**src/sv/can_frame_base64_encoder_top_assert.svh**
```systemverilog
// Assertion macros for the frame encoder
`ifndef CAN_FRAME_BASE64_ENCODER_TOP_ASSERT_SVH
`define CAN_FRAME_BASE64_ENCODER_TOP_ASSERT_SVH

// same-cycle implication, reset masked
`define CFBE_ASSERT_IMPL(label, ante, cons) \
  label: assert property (@(posedge clk) disable iff (!rst_n) (ante) |-> (cons)) \
    else $error("cfbe assertion failed");

// next-cycle implication, reset masked
`define CFBE_ASSERT_NEXT(label, ante, cons) \
  label: assert property (@(posedge clk) disable iff (!rst_n) (ante) |=> (cons)) \
    else $error("cfbe assertion failed");

`endif

```
**src/sv/cfbe_pkg.sv**
```systemverilog
`timescale 1ns / 1ps
package cfbe_pkg;

  localparam int DATA_BYTES = 8;
  localparam int PAY_W      = 8 * DATA_BYTES;
  localparam int PACK_W     = 29 + PAY_W + 3;

  localparam logic [7:0] ALT_A_RST    = 8'h3F;
  localparam logic [7:0] ALT_PLUS_RST = 8'h40;
  localparam logic [7:0] CH_PAD       = 8'h3D;
  localparam logic [7:0] CH_SLASH     = 8'h2F;
  localparam logic [7:0] CH_UPPER_A   = 8'h41;
  localparam logic [7:0] CH_LOWER_A   = 8'h61;
  localparam logic [7:0] CH_DIGIT_0   = 8'h30;

  typedef enum logic {
    CFG_ALT_A    = 1'b0,
    CFG_ALT_PLUS = 1'b1
  } cfg_idx_t;

  typedef struct packed {
    logic [PACK_W-1:0] bits;
    logic [7:0]        start_char;
    logic [4:0]        n_sext;
    logic [1:0]        n_pad;
  } frame_ent_t;

  typedef struct packed {
    logic empty;
    logic full;
  } q_stat_t;

  typedef struct packed {
    logic [7:0] alt_a;
    logic [7:0] alt_plus;
  } alt_cfg_t;

  function automatic logic [7:0] start_sym(input logic ext, input logic [3:0] len);
    logic [7:0] c;
    if (!ext) begin
      unique case (len)
        4'd0:    c = 8'h20;
        4'd1:    c = 8'h21;
        4'd2:    c = 8'h22;
        4'd3:    c = 8'h23;
        4'd4:    c = 8'h24;
        4'd5:    c = 8'h25;
        4'd6:    c = 8'h26;
        4'd7:    c = 8'h27;
        default: c = 8'h28;
      endcase
    end else begin
      unique case (len)
        4'd0:    c = 8'h29;
        4'd1:    c = 8'h2A;
        4'd2:    c = 8'h2C;
        4'd3:    c = 8'h2D;
        4'd4:    c = 8'h2E;
        4'd5:    c = 8'h3A;
        4'd6:    c = 8'h3B;
        4'd7:    c = 8'h3C;
        default: c = 8'h3E;
      endcase
    end
    return c;
  endfunction

  function automatic logic [2:0] group_cnt(input logic [3:0] n);
    logic [2:0] g;
    unique case (n)
      4'd0:                    g = 3'd0;
      4'd1, 4'd2, 4'd3:        g = 3'd1;
      4'd4, 4'd5, 4'd6:        g = 3'd2;
      4'd7, 4'd8, 4'd9:        g = 3'd3;
      default:                 g = 3'd4;
    endcase
    return g;
  endfunction

  function automatic logic [1:0] pad_cnt(input logic [3:0] n);
    logic [1:0] p;
    unique case (n)
      4'd1, 4'd4, 4'd7, 4'd10: p = 2'd2;
      4'd2, 4'd5, 4'd8, 4'd11: p = 2'd1;
      default:                 p = 2'd0;
    endcase
    return p;
  endfunction

  function automatic logic [7:0] sextet_char(input logic [5:0] v, input alt_cfg_t cfg);
    logic [7:0] c;
    if (v == 6'd0)       c = cfg.alt_a;
    else if (v < 6'd26)  c = CH_UPPER_A + {2'b00, v};
    else if (v < 6'd52)  c = CH_LOWER_A + {2'b00, 6'(v - 6'd26)};
    else if (v < 6'd62)  c = CH_DIGIT_0 + {2'b00, 6'(v - 6'd52)};
    else if (v == 6'd62) c = cfg.alt_plus;
    else                 c = CH_SLASH;
    return c;
  endfunction

endpackage

```
**src/sv/cfbe_front.sv**
```systemverilog
`timescale 1ns / 1ps
module cfbe_front #(
  parameter int MAX_DATA_BYTES = 8
) (
  input  logic [28:0]          frame_id,
  input  logic                 is_extended,
  input  logic [3:0]           data_length,
  input  logic [7:0]           data_byte [cfbe_pkg::DATA_BYTES],
  output cfbe_pkg::frame_ent_t ent
);
  import cfbe_pkg::*;

  logic [3:0]       len_sat;
  logic [PAY_W-1:0] payload;
  logic [3:0]       n_bytes;
  logic [2:0]       n_grp;
  logic [1:0]       n_pad;

  always_comb begin
    len_sat = (data_length > 4'(MAX_DATA_BYTES)) ? 4'(MAX_DATA_BYTES) : data_length;
    for (int i = 0; i < DATA_BYTES; i++) begin
      payload[PAY_W-1-8*i -: 8] = (4'(i) < len_sat) ? data_byte[i] : 8'h00;
    end
    n_bytes = is_extended ? 4'd4 + len_sat : 4'd2 + len_sat;
    n_grp   = group_cnt(n_bytes);
    n_pad   = pad_cnt(n_bytes);

    if (is_extended) begin
      ent.bits = {frame_id, payload, {(PACK_W-29-PAY_W){1'b0}}};
    end else begin
      ent.bits = {frame_id[10:0], payload, {(PACK_W-11-PAY_W){1'b0}}};
    end
    ent.start_char = start_sym(is_extended, len_sat);
    ent.n_sext     = 5'({n_grp, 2'b00}) - 5'(n_pad);
    ent.n_pad      = n_pad;
  end

endmodule

```
**src/sv/cfbe_fifo.sv**
```systemverilog
`timescale 1ns / 1ps
module cfbe_fifo (
  input  logic                 clk,
  input  logic                 rst_n,
  input  logic                 push,
  input  cfbe_pkg::frame_ent_t wr_ent,
  input  logic                 pop,
  output cfbe_pkg::frame_ent_t rd_ent,
  output cfbe_pkg::q_stat_t    stat
);
  import cfbe_pkg::*;

  localparam int DEPTH = 2;
  localparam int PTR_W = $clog2(DEPTH);
  localparam int CNT_W = $clog2(DEPTH + 1);

  frame_ent_t       mem_r [DEPTH];
  logic [PTR_W-1:0] wr_ptr_r;
  logic [PTR_W-1:0] rd_ptr_r;
  logic [CNT_W-1:0] cnt_r;
  logic             do_push;
  logic             do_pop;

  assign stat.empty = (cnt_r == CNT_W'(0));
  assign stat.full  = (cnt_r == CNT_W'(DEPTH));
  assign do_push    = push && !stat.full;
  assign do_pop     = pop && !stat.empty;
  assign rd_ent     = mem_r[rd_ptr_r];

  always_ff @(posedge clk) begin
    if (do_push) begin
      mem_r[wr_ptr_r] <= wr_ent;
    end
  end

  always_ff @(posedge clk) begin
    if (!rst_n) begin
      wr_ptr_r <= '0;
      rd_ptr_r <= '0;
      cnt_r    <= '0;
    end else begin
      if (do_push) begin
        wr_ptr_r <= (wr_ptr_r == PTR_W'(DEPTH - 1)) ? '0 : PTR_W'(wr_ptr_r + 1'b1);
      end
      if (do_pop) begin
        rd_ptr_r <= (rd_ptr_r == PTR_W'(DEPTH - 1)) ? '0 : PTR_W'(rd_ptr_r + 1'b1);
      end
      if (do_push && !do_pop) begin
        cnt_r <= CNT_W'(cnt_r + 1'b1);
      end else if (do_pop && !do_push) begin
        cnt_r <= CNT_W'(cnt_r - 1'b1);
      end
    end
  end

endmodule

```
**src/sv/cfbe_back.sv**
```systemverilog
`timescale 1ns / 1ps
module cfbe_back (
  input  logic                 clk,
  input  logic                 rst_n,
  input  cfbe_pkg::frame_ent_t q_rd,
  input  cfbe_pkg::q_stat_t    q_stat,
  output logic                 q_pop,
  input  cfbe_pkg::alt_cfg_t   cfg,
  output logic                 busy,
  output logic                 out_empty,
  input  logic                 out_pop,
  output logic [7:0]           out_char,
  output logic                 out_last_char
);
  import cfbe_pkg::*;

  typedef enum logic [1:0] {
    ST_IDLE,
    ST_SEXT,
    ST_PAD
  } state_t;

  state_t            state_r;
  logic [PACK_W-1:0] bits_r;
  logic [4:0]        sext_r;
  logic [1:0]        pad_r;
  logic              out_valid_r;
  logic [7:0]        out_char_r;
  logic              out_last_r;
  logic              adv;

  assign adv           = !out_valid_r || out_pop;
  assign q_pop         = (state_r == ST_IDLE) && !q_stat.empty && adv;
  assign busy          = (state_r != ST_IDLE);
  assign out_empty     = !out_valid_r;
  assign out_char      = out_char_r;
  assign out_last_char = out_last_r;

  always_ff @(posedge clk) begin
    if (!rst_n) begin
      state_r     <= ST_IDLE;
      out_valid_r <= 1'b0;
    end else if (adv) begin
      unique case (state_r)
        ST_IDLE: begin
          if (!q_stat.empty) begin
            bits_r      <= q_rd.bits;
            sext_r      <= q_rd.n_sext;
            pad_r       <= q_rd.n_pad;
            out_char_r  <= q_rd.start_char;
            out_last_r  <= 1'b0;
            out_valid_r <= 1'b1;
            state_r     <= ST_SEXT;
          end else begin
            out_valid_r <= 1'b0;
          end
        end
        ST_SEXT: begin
          out_char_r  <= sextet_char(bits_r[PACK_W-1 -: 6], cfg);
          out_last_r  <= (sext_r == 5'd1) && (pad_r == 2'd0);
          out_valid_r <= 1'b1;
          bits_r      <= bits_r << 6;
          sext_r      <= 5'(sext_r - 1'b1);
          if (sext_r == 5'd1) begin
            state_r <= (pad_r == 2'd0) ? ST_IDLE : ST_PAD;
          end
        end
        ST_PAD: begin
          out_char_r  <= CH_PAD;
          out_last_r  <= (pad_r == 2'd1);
          out_valid_r <= 1'b1;
          pad_r       <= 2'(pad_r - 1'b1);
          if (pad_r == 2'd1) begin
            state_r <= ST_IDLE;
          end
        end
        default: begin
          state_r     <= ST_IDLE;
          out_valid_r <= 1'b0;
        end
      endcase
    end
  end

endmodule

```
**src/sv/can_frame_base64_encoder_top.sv**
```systemverilog
`timescale 1ns / 1ps
// Channel   | Ports                                   | Word accepted when
// ----------+-----------------------------------------+---------------------------
// frame in  | in_frame_id .. in_data_byte7            | in_push && !in_full
// chars out | out_char, out_last_char                 | out_pop && !out_empty
// config    | cfg_we, cfg_index, cfg_wdata            | cfg_we
//
// A frame of n packed bytes (n = 2 + len standard, 4 + len extended) gives
// 1 + 4*ceil(n/3) characters, 5 to 17, one per cycle from the back sequencer while out_pop is high.
// A two-entry frame queue lets frames enter while the sequencer still works.
// Synchronous active-low reset; alternates reset to 0x3F and 0x40.
// A low out_pop holds the current character and stalls the sequencer.
module can_frame_base64_encoder_top #(
  parameter int MAX_DATA_BYTES = 8
) (
  input  logic        clk,
  input  logic        rst_n,
  input  logic        in_push,
  output logic        in_full,
  input  logic [28:0] in_frame_id,
  input  logic        in_is_extended,
  input  logic [3:0]  in_data_length,
  input  logic [7:0]  in_data_byte0,
  input  logic [7:0]  in_data_byte1,
  input  logic [7:0]  in_data_byte2,
  input  logic [7:0]  in_data_byte3,
  input  logic [7:0]  in_data_byte4,
  input  logic [7:0]  in_data_byte5,
  input  logic [7:0]  in_data_byte6,
  input  logic [7:0]  in_data_byte7,
  output logic        out_empty,
  input  logic        out_pop,
  output logic [7:0]  out_char,
  output logic        out_last_char,
  input  logic        cfg_we,
  input  logic        cfg_index,
  input  logic [7:0]  cfg_wdata
);
  import cfbe_pkg::*;

  logic [7:0] data_bytes [DATA_BYTES];
  frame_ent_t wr_ent;
  frame_ent_t q_rd;
  q_stat_t    q_stat;
  logic       q_pop;
  logic       back_busy;
  alt_cfg_t   cfg_r;

  assign data_bytes[0] = in_data_byte0;
  assign data_bytes[1] = in_data_byte1;
  assign data_bytes[2] = in_data_byte2;
  assign data_bytes[3] = in_data_byte3;
  assign data_bytes[4] = in_data_byte4;
  assign data_bytes[5] = in_data_byte5;
  assign data_bytes[6] = in_data_byte6;
  assign data_bytes[7] = in_data_byte7;
  assign in_full       = q_stat.full;

  always_ff @(posedge clk) begin
    if (!rst_n) begin
      cfg_r.alt_a    <= ALT_A_RST;
      cfg_r.alt_plus <= ALT_PLUS_RST;
    end else if (cfg_we) begin
      unique case (cfg_idx_t'(cfg_index))
        CFG_ALT_A:    cfg_r.alt_a    <= cfg_wdata;
        CFG_ALT_PLUS: cfg_r.alt_plus <= cfg_wdata;
        default:      cfg_r          <= cfg_r;
      endcase
    end
  end

  cfbe_front #(
    .MAX_DATA_BYTES(MAX_DATA_BYTES)
  ) u_front (
    .frame_id   (in_frame_id),
    .is_extended(in_is_extended),
    .data_length(in_data_length),
    .data_byte  (data_bytes),
    .ent        (wr_ent)
  );

  cfbe_fifo u_fifo (
    .clk   (clk),
    .rst_n (rst_n),
    .push  (in_push),
    .wr_ent(wr_ent),
    .pop   (q_pop),
    .rd_ent(q_rd),
    .stat  (q_stat)
  );

  cfbe_back u_back (
    .clk          (clk),
    .rst_n        (rst_n),
    .q_rd         (q_rd),
    .q_stat       (q_stat),
    .q_pop        (q_pop),
    .cfg          (cfg_r),
    .busy         (back_busy),
    .out_empty    (out_empty),
    .out_pop      (out_pop),
    .out_char     (out_char),
    .out_last_char(out_last_char)
  );

`include "can_frame_base64_encoder_top_assert.svh"

  `CFBE_ASSERT_IMPL(a_pop_needs_entry, q_pop, !q_stat.empty)
  `CFBE_ASSERT_NEXT(a_start_char_follows, q_pop, !out_empty && out_char == $past(q_rd.start_char))
  `CFBE_ASSERT_IMPL(a_last_means_idle, !out_empty && out_last_char, !back_busy)

endmodule

```
**config.mk**
```make
export PLATFORM = sky130hd
export DESIGN_NAME = can_frame_base64_encoder_top
export DESIGN_NICKNAME = d
export VERILOG_FILES = /design/src/sv/cfbe_pkg.sv /design/src/sv/cfbe_front.sv /design/src/sv/cfbe_fifo.sv /design/src/sv/cfbe_back.sv /design/src/sv/can_frame_base64_encoder_top.sv
export VERILOG_INCLUDE_DIRS = /design/src /design/src/sv
export SDC_FILE = /design/constraint.sdc
export NUM_CORES = 1
export LEC_CHECK = 0
export BUFFER_PORTS_ARGS = -buffer_cell sky130_fd_sc_hd__buf_2
export CAP_MARGIN = 5
export CORE_MARGIN = 5
export CORE_UTILIZATION = 35
export DETAILED_ROUTE_END_ITERATION = 10
export SLEW_MARGIN = 10
export SYNTH_ARGS = -nofsm -noshare
export SYNTH_HDL_FRONTEND = slang
export SYNTH_SLANG_ARGS = --single-unit
```
**constraint.sdc**
```tcl
create_clock -name clk -period 7.8 [get_ports clk]
set_input_delay 0.78 -clock clk [delete_from_list [all_inputs] [get_ports clk]]
set_output_delay 0.78 -clock clk [all_outputs]
set_load 0.01 [all_outputs]
```
==> results of run 1 <==
layout make-up:
| class | count | area share (%) |
|---|---|---|
| Clock inverter | 15 | 0.614 |
| Inverter | 32 | 0.678 |
| Sequential cell | 341 | 56.4 |
| Timing Repair Buffer | 131 | 3.84 |
| Clock buffer | 51 | 5.94 |
| Tap cell | 592 | 4.18 |
| Multi-Input combinational cell | 790 | 28.3 |
final timing paths:
path,endpoint
min reg2reg,cfg_r[11]
min,cfg_r[11]
max reg2reg,u_back.bits_r[75]
max,u_fifo.mem_r[0][6]
power by group:
| part | total, mW | switching (mW) | leakage, nW | internal (mW) |
|---|---|---|---|---|
| logic | 1.52 | 0.981 | 2.52 | 0.540 |
| registers | 2.81 | 0.208 | 3.19 | 2.60 |
| clock network | 1.67 | 0.712 | 0.565 | 0.955 |
critical path, cell delays in order:
cell      delay (ns)
buf_2           0.50
nand2b_1        0.33
xnor2_1         0.23
inv_1           0.14
ha_1            0.37
nand3_1         0.11
a21oi_1         0.08
o21ai_0         0.32
and2_1          0.18
ha_1            0.17
inv_1           0.06
nand3_1         0.06
o22ai_1         0.09
metrics by stage:
step / worst slack (ns) / instances / util [%] / instance area, µm²
after floorplan: 1.92 / 1236 / - / 15400
after CTS: 4.67 / 1952 / 40.3 / 17700
after global placement: 4.21 / 1886 / 37.7 / 16600
final: 4.64 / 1952 / 40.3 / 17700
after detailed placement: 4.09 / 1886 / 37.7 / 16600
after global routing: 4.35 / 1952 / 40.3 / 17700
registers in the layout (all words and copies together) (netlist names), named ones only:
name	cells
u_fifo.mem_r	208
u_fifo.cnt_r	2
u_back.sext_r	5
u_back.pad_r	2
u_back.state_r	2
u_fifo.wr_ptr_r	1
u_back.out_last_char	1
u_fifo.rd_ptr_r	1
u_back.out_valid_r	1
cfg_r	16
u_back.out_char	8
u_back.bits_r	93
logic make-up after synthesis:
| kind of cell | Yosys count | synth area share, % |
|---|---|---|
| mux | 123 | 8.08 |
| flops | 341 | 64.8 |
| simple gates | 370 | 10.9 |
| buf+inv | 105 | 2.90 |
| fa+ha+maj | 33 | 2.68 |
| compound gates | 250 | 9.83 |
| xor+xnor | 14 | 0.795 |
layer usage:
| layer | up-vias | wire, µm |
|---|---|---|
| met5 | - | 23 |
| met4 | 4 | 920 |
| met3 | 62 | 2020 |
| met2 | 263 | 17100 |
| met1 | 4806 | 16300 |
| li1 | 4745 | - |
cell usage in the layout, fill, tap and decap left out, types with 13 or more instances in the layout:
cell and instances:
a21oi_1 26, buf_2 121, clkbuf_16 40, dfxtp_1 23, edfxtp_1 317, ha_1 32, inv_1 31, mux2_2 13
mux2i_1 110, nand2_1 198, nand2b_1 13, nand3_1 42, nor2_1 47, o21ai_0 140
==> results by group, run 1 <==
Critical path
  • Crit path max fanout: 36
  • Worst r2r src: u_back.state_r[0]
  • Crit Path Class: in -> reg
  • Worst setup SP type: input pin
  • R2r setup slk: 4.84 ns
  • Worst EP required: 8.07 ns
  • Critical Path Source: in_data_length[3]
  • Worst setup EP type: flop
  • Crit path DAT: about 3.4 ns
  • FF-to-FF path depth: 7

GRT
  • Met1 usage: 20.4%
  • GR Layer Usage met2: 23.9%
  • Busiest layer in global routing: met2
  • Initial antenna violation count: 2
  • Vias in the first global route: between 9k and 10k
  • Grt total ovfl: 0
  • Total track usage: 14.8%
  • M3 GR Usage: 2.87%
  • First-pass GRT wire length: 56000 µm
  • Largest net degree at the start of global routing: 109

Layout
  • Sequential Area: 0.0100 mm²
  • Share of layout cells above drive strength 1: between 10% and 20%
  • Layout area overhead: 14.8%
  • Final Net Count: 1480
  • Multi-input logic area: about 0.005 mm²
  • Antenna cells: 0
  • FILL cells: 4228

Placed design
  • GP Congestion: 0.878
  • Detail Placement HPWL: around 24000 µm
  • Buffers added on ports: 122

Clock network
  • CTS root buffer: clkbuf_16
  • Clock tree from TritonCTS: done
  • CTS clk-pin slew, worst paths: about 0.06 ns
  • Number of setup buffers added after CTS: 0
  • H-Tree Depth: 2
  • Hold buffer count at CTS: 0
  • Clock Latency Late Sink: ~0.55 ns
  • CTS Buffer Depth: 3
  • CTS Buf Count: 39
  • # clock sinks: roughly 340
  • Post-cts sizing count: 0

Logic synthesis
  • Cell taking the most area after synthesis: edfxtp_1
  • Share of the synthesized area in the top cell type: between 60% and 70%
  • Asr flop ratio synth: 0%
  • Count leader, synth: edfxtp_1
  • Mapped cell area: 0.0154 mm²
  • Synth cell count leaders: 317 x edfxtp_1, 198 x nand2_1, 140 x o21ai_0, 110 x mux2i_1, 49 x nor2_1
  • Synth unique cells: 66
  • Mapped Cells: 1236
  • Area contributors post-synth: edfxtp_1 62%, mux2i_1 7.1%, nand2_1 4.8%
  • Mapped Nets: 1381
  • Syn avg cell area: 12.5 µm²
  • Number of enable flip-flop cells after synthesis: 317
  • #FFs+latches synth: 341
  • Dominant synthesized flop cell: edfxtp_1
  • Seq/Total Area, Yosys: 64.8%
  • Yosys warns: 0

Route
  • Final WL: 36400 µm
  • WL/cell: 18.7 µm
  • Vias/cell: 5.06
  • ANT nets after route: 0
  • DR iter-0 viols: 878
  • Via count: 9880
  • Drt drc: 0
  • TritonRoute pass-1 iters: 5

Floorplanning
  • Die Area: roughly 0.048 mm²
  • Row Count: 77
  • Die width: roughly 220 µm
  • Ports: 123
  • Core Footprint: 0.0439 mm²
  • Die Ht: 220 µm
  • Starting Density: 35.1%

Timing
  • Final Skew: 0.0279 ns
  • Final Setup Violations: 0
  • Final setup TNS: 0 ns
  • Min Tclk post-route: 3.16 ns
  • Worst-Margin Slew: 1.04 ns
  • Unrepaired setup endpoints after global routing: no
  • FMAX: 317 MHz
  • Hold Vio Cnt, Final: 0
  • Max-slew headroom: 30.8%
  • Final Max Tran Viols: 0
  • Final period util: between 40% and 50%
  • Worst Hold Margin: 0.482 ns

Worst hold path
  • Hold WC Path Type: reg -> reg
  • Worst hold start: cfg_r[11]
  • Min-Delay Path Depth: 2

Power and ir drop
  • Worst IR drop on VDD: around 0.18 mV
  • Pwr Total: between 6 and 7 mW
  • Power per cell area: 339 mW/mm²
  • Leak: 6.28 nW

Status
  • Status: complete, no violations

Job
  • Max Cap Viol: 0
No activity file was read; power rests on OpenSTA's default activity.
==> run 2, diff against run 1 <==
- clock period: 7.8 -> 3 ns (I/O delays scaled with it)
==> run 2 against run 1 <==
  * Hold slack worse by 0.39 ns
  * Sequential power grew to 2.6 times the previous value
  * Core utilization is 0.67 points higher
  * First-iteration DRC count fell by 16%
  * Cell count is 1.2% higher
  * Highest routed layer unchanged
==> results by group, run 2 (synthesis gave the netlist of run 1 again) <==
Status
  • Status: complete, no violations (unchanged)

Layout
  • Commonest non-fill, non-tap cell in the layout: edfxtp_1 (unchanged)
  • Fin util: 41.0% (was 40.3%)
  • Layout area overhead: 16.7% (was 14.8%)
  • Largest reg by FF count: u_fifo.mem_r (unchanged)
  • Regs by FF count: u_fifo.mem_r (208), u_back.bits_r (93), cfg_r (16) (unchanged)
  • Antenna cells: 0 (unchanged)
  • Final Net Count: 1498 (was 1480)
  • Max reg flops: 208 (unchanged)
  • Share of layout cells above drive strength 1: 16.3% (was 15.9%)
  • Most frequent cells in the layout: 317 x edfxtp_1, 198 x nand2_1, 140 x o21ai_0 (unchanged)
  • FILL cells: 4158 (was 4228)

Route
  • TritonRoute pass-1 iters: 5 (unchanged)
  • Vias/cell: 5.00 (was 5.06)
  • ANT nets after route: 0 (unchanged)
  • Drt drc: 0 (unchanged)
  • Final WL: 37400 µm (was 36400 µm)
  • DR iter-0 viols: 738 (was 878)
  • Via count: 9878 (was 9880)
  • WL/cell: 18.9 µm (was 18.7 µm)

Timing
  • Max-slew headroom: 42.5% (was 30.8%)
  • Final setup TNS: 0 ns (unchanged)
  • Final Max Tran Viols: 0 (unchanged)
  • Final period util: between 70 and 80%
  • Final Skew: 0.0298 ns (was 0.0279 ns)
  • Hold Vio Cnt, Final: 0 (unchanged)
  • Unrepaired setup endpoints after global routing: no (unchanged)
  • FMAX: ~430 MHz
  • Worst-Margin Slew: 0.863 ns (was 1.04 ns)
  • Final Setup Violations: 0 (unchanged)
  • Min Tclk post-route: about 2.3 ns

Critical path
  • Worst setup EP type: flop (unchanged)
  • Worst EP required: 3.27 ns (was 8.07 ns)
  • Crit path DAT: 2.61 ns (was 3.43 ns)
  • Crit Path Class: in -> reg (unchanged)
  • Worst setup SP type: input pin (unchanged)
  • Crit path max fanout: 6 (was 36)

Floorplanning
  • Core Footprint: 0.0439 mm² (unchanged)
  • Ports: 123 (unchanged)
  • Die Area: 0.0484 mm² (unchanged)
  • Starting Density: 35.1% (unchanged)
  • Row Count: 77 (unchanged)
  • Die width: 220 µm (unchanged)
  • Die Ht: 220 µm (unchanged)

GRT
  • Total track usage: 15.2% (was 14.8%)
  • Vias in the first global route: 9681 (was 9657)
  • First-pass GRT wire length: 56800 µm (was 56000 µm)
  • Largest net degree at the start of global routing: 135 (was 109)
  • Grt total ovfl: 0 (unchanged)
  • Initial antenna violation count: 1 (was 2)

Clock network
  • Number of setup buffers added after CTS: 0 (unchanged)
  • CTS Buffer Depth: 3 (unchanged)
  • H-Tree Depth: 2 (unchanged)
  • Hold buffer count at CTS: 8 (was 0)
  • Post-cts sizing count: 0 (unchanged)
  • CTS Buf Count: 39 (unchanged)
  • Clock Latency Late Sink: 0.57 ns (was 0.55 ns)
  • CTS root buffer: clkbuf_16 (unchanged)
  • CTS clk-pin slew, worst paths: 0.05 ns (was 0.06 ns)
  • Clock tree from TritonCTS: done (unchanged)
  • # clock sinks: 341 (unchanged)

Placed design
  • Buffers added on ports: 122 (unchanged)
  • Detail Placement HPWL: 25000 µm (was 23900 µm)
  • GP Congestion: 0.864 (was 0.878)

Power and ir drop
  • Worst IR drop on VDD: 0.614 mV (was 0.184 mV)
  • Leak: 6.41 nW (was 6.28 nW)
  • Power per cell area: 881 mW/mm² (was 339 mW/mm²)

Worst hold path
  • Hold WC Path Type: in -> reg (was reg -> reg)

Job
  • Max Cap Viol: 0 (unchanged)
[run 2: worst paths after layout]
check | startpoint | end | slack (ns) | cells past startpoint
worst min-delay path | in_frame_id[20] | u_fifo.mem_r[1][102] | 0.09 | 2
worst max register to register | u_back.bits_r[92] | u_back.out_char[1] | 0.67 | 7
worst max-delay path | in_data_length[3] | u_fifo.mem_r[0][6] | 0.66 | 13
worst min register to register | cfg_r[11] | cfg_r[11] | 0.47 | 2
[run 2: layout make-up]
cell class / count / area [µm²] / share of cell area (%)
sequential: 341 / 10000 / 55.5
multi-input combinational: 790 / 5020 / 27.9
clock buffer: 50 / 1040 / 5.76
timing repair buffer: 149 / 923 / 5.12
tap: 592 / 741 / 4.11
clock inverter: 22 / 174 / 0.965
inverter: 32 / 120 / 0.667
[run 2: per-layer routing]
layer | vias to the layer above | share of wire [%] | GRT usage (%)
met1 | 4793 | 44 | 21.1
met2 | 254 | 49 | 25.0
li1 | 4785 | - | -
met5 | - | 0.035 | 0
met3 | 44 | 5.5 | 2.75
met4 | 2 | 1.6 | 3.70
[run 2: stage by stage]
stage	area [µm²]	hold slack (ns)	instances	setup WS (ns)	total power [mW]
after floorplan	15500	0.424	1236	0.0295	10.2
after global placement	16700	0.453	1896	0.245	11.5
after detailed placement	16700	0.461	1896	0.129	11.6
after CTS	18000	0.0616	1976	0.672	16.1
after global routing	18000	0.0731	1976	0.442	16.8
final	18000	0.0892	1976	0.661	15.9
[run 2: report_power, final]
group | internal, mW | switching (mW)
logic | 1.52 | 2.73
registers | 6.75 | 0.418
clock network | 2.56 | 1.90
[run 2: worst max-delay path: stages]
cell,delay [ns]
buf_2,0.12
nand2b_1,0.25
xnor2_1,0.35
inv_1,0.14
ha_1,0.38
nand3_1,0.12
a21oi_1,0.07
o21ai_0,0.30
and2_1,0.18
ha_1,0.17
inv_1,0.06
nand3_1,0.07
o22ai_1,0.09
==> run 3, diff against run 2 <==
- clock period: 3 -> 2.1 ns (I/O delays scaled with it)
==> run 3 against run 2 <==
  * Cell count rose by 2.3%
  * Wire length rose by 0.57%
  * Flip-flop and latch count did not move
  * Non-clock buffer count rose by 51
  * Critical path depth fell by 6
  * Clock skew fell by 0.0065 ns
  * Power rose by 46%
  * Clock-buffer cell count fell by 6
  * First-iteration DRC count rose by 9.2%
  * Sequential share of layout area fell by 1.9 points
  * Design area rose by 3.5%
  * Critical path type is now reg -> reg
  * Highest routed layer unchanged
==> results by group, run 3 (synthesis gave the netlist of run 1 again) <==
Power and ir drop
  • Worst IR drop on VDD: 0.837 mV (was 0.614 mV)
  • Leak: 6.71 nW (was 6.41 nW)
  • Power per cell area: 1250 mW/mm² (was 881 mW/mm²)

Route
  • ANT nets after route: 0 (unchanged)
  • DR iter-0 viols: 806 (was 738)
  • WL/cell: 18.6 µm (was 18.9 µm)
  • TritonRoute pass-1 iters: 5 (unchanged)
  • Drt drc: 0 (unchanged)
  • Via count: 10.1k (was 9878)
  • Vias/cell: 5.01 (was 5.00)
  • Final WL: 37600 µm (was 37400 µm)

Worst hold path
  • Min-Delay Path Depth: 3 (was 2)
  • Hold WC Path Type: in -> reg (unchanged)

Critical path
  • Worst setup EP type: flop (unchanged)
  • Delay-heaviest family, CP: compound AO/OA/AOI/OAI gates (was simple AND/OR/NAND/NOR gates)
  • Crit path DAT: 2.31 ns (was 2.61 ns)
  • Worst EP required: 2.42 ns (was 3.27 ns)
  • Cell breakdown of the critical path: inv_1, ha_1, a21o_1, a21oi_4, mux2i_1, o31a_1, o22ai_1 (was buf_2, nand2b_1, xnor2_1, inv_1, ha_1, nand3_1, a21oi_1, o21ai_0, and2_1, ha_1, inv_1, nand3_1, o22ai_1)
  • Crit path max fanout: 5 (was 6)
  • Crit Path Class: reg -> reg (was in -> reg)
  • CP bufs+invs: 1 (was 3)
  • FF-to-FF path depth: 7 (unchanged)
  • Critical path's slowest cell: edfxtp_1 (was ha_1)
  • Worst setup SP type: flop (was input pin)
  • Cell count along the critical path: 7 (was 13)
  • CP max stage delay: 0.37 ns (was 0.38 ns)

Layout
  • Regs by FF count: u_fifo.mem_r (208), u_back.bits_r (93), cfg_r (16) (unchanged)
  • Share of layout cells above drive strength 1: 20.4% (was 16.3%)
  • Commonest non-fill, non-tap cell in the layout: edfxtp_1 (unchanged)
  • Post-route design area: 0.0187 mm² (was 0.0180 mm²)
  • Final Net Count: 1547 (was 1498)
  • Largest reg by FF count: u_fifo.mem_r (unchanged)
  • Finished Layout Cells: 2022 (was 1976)
  • FILL cells: 4155 (was 4158)
  • Layout area overhead: 20.9% (was 16.7%)
  • Max reg flops: 208 (unchanged)
  • Most frequent cells in the layout: 317 x edfxtp_1, 197 x nand2_1, 139 x o21ai_0 (was 317 x edfxtp_1, 198 x nand2_1, 140 x o21ai_0)

Timing
  • Max-slew headroom: 37.8% (was 42.5%)
  • Final Skew: 0.0233 ns (was 0.0298 ns)
  • Worst-Margin Slew: 0.933 ns (was 0.863 ns)
  • Final Setup Violations: 0 (unchanged)
  • Final period util: 94.9%
  • FMAX: 502 MHz
  • Min Tclk post-route: 1.99 ns
  • Hold Vio Cnt, Final: 0 (unchanged)
  • Unrepaired setup endpoints after global routing: no (unchanged)
  • Worst Hold Margin: 0.0147 ns (was 0.0892 ns)
  • Final Max Tran Viols: 0 (unchanged)

Placed design
  • Placed cells: 1937 (was 1896)
  • Buffers added on ports: 122 (unchanged)
  • GP Congestion: 0.861 (was 0.864)
  • Area post-placement: 0.0172 mm² (was 0.0167 mm²)
  • Detail Placement HPWL: 25600 µm (was 25000 µm)

GRT
  • Vias in the first global route: 10.1k (was 9681)
  • First-pass GRT wire length: 57200 µm (was 56800 µm)
  • Total track usage: 15.2% (about the same)
  • Initial antenna violation count: 4 (was 1)
  • Largest net degree at the start of global routing: 109 (was 135)
  • Grt total ovfl: 0 (unchanged)

Clock network
  • Clock Latency Late Sink: 0.54 ns (was 0.57 ns)
  • # clock sinks: 341 (unchanged)
  • Clock tree from TritonCTS: done (unchanged)
  • CTS clk-pin slew, worst paths: 0.06 ns (was 0.05 ns)
  • H-Tree Depth: 2 (unchanged)
  • CTS Buffer Depth: 3 (unchanged)
  • CTS root buffer: clkbuf_16 (unchanged)
  • CTS Buf Count: 37 (was 39)

Floorplanning
  • Die Ht: 220 µm (unchanged)
  • Row Count: 77 (unchanged)
  • Starting Density: 35.1% (unchanged)
  • Die Area: 0.0484 mm² (unchanged)
  • Ports: 123 (unchanged)
  • Core Footprint: 0.0439 mm² (unchanged)
  • Die width: 220 µm (unchanged)

Status
  • Status: complete, no violations (unchanged)

Job
  • Max Cap Viol: 0 (unchanged)
==> run 3: cell count changes in the layout (fill, tap and decap cells not counted), moves of 5 or more <==
cell,before,now
buf_12,7,15
buf_4,13,49
dlygate4sd3_1,8,15
clkbuf_1,10,5
ha_1,32,27
==> run 3: routing by layer <==
layer  part of all wire, %  vias up  global-route usage (%)
met2                    49      259                    25.1
met5                 0.035        -                       0
met1                    44     4941                    20.6
met3                   5.1       50                    2.65
li1                      -     4876                       -
met4                   2.1        2                    4.39
==> run 3: through the flow <==
stage | TNS (ns) | setup WS, ns | power [mW] | util, %
after floorplan | -112.46 | -0.697 | 14.7 | -
after global placement | -0.191 | -0.0729 | 16.8 | 39.3
after detailed placement | -0.562 | -0.117 | 16.9 | 39.3
after CTS | 0 | 0.0529 | 23.5 | 42.4
after global routing | 0 | 0.00310 | 24.5 | 42.5
final | 0 | 0.108 | 23.3 | 42.5
==> run 3: power breakdown <==
group          switching, mW  internal, mW
combinational           4.04          2.53
sequential             0.534          9.64
clock                   2.66          3.86
==> run 3: final timing paths <==
kind,slack (ns),from,endpoint
worst max-delay path,0.11,u_back.bits_r[92],u_back.out_char[1]
worst min register to register,0.47,u_fifo.rd_ptr_r,flop
worst max register to register,0.11,u_back.bits_r[92],u_back.out_char[1]
worst min-delay path,0.01,in_frame_id[17],u_fifo.mem_r[1][99]
==> run 3: worst register-to-register path: stages (launching register included) <==
cell and delay [ns]:
edfxtp_1 0.37, inv_1 0.12, ha_1 0.25, a21o_1 0.24, a21oi_4 0.23, mux2i_1 0.10, o31a_1 0.23, o22ai_1 0.26
==> run 3: timing repair <==
item / in CTS / in global routing
resized for setup: 0 / 3
hold endpoints to repair: 32 / 0
hold buffers: 15 / 0
buffers inserted: 0 / 3
endpoints found under the setup margin: 0 / 4
==> run 3: layout make-up <==
class                   count  area (µm²)  area share [%]
diodes                      3        7.51          0.0402
inverters                  32         123           0.657
repair buffers            200        1420            7.63
clock inverters            20         226            1.21
clock buffers              44         983            5.27
multi-input cells         790        5140            27.6
flip-flops and latches    341       10000            53.7
well taps                 592         741            3.97
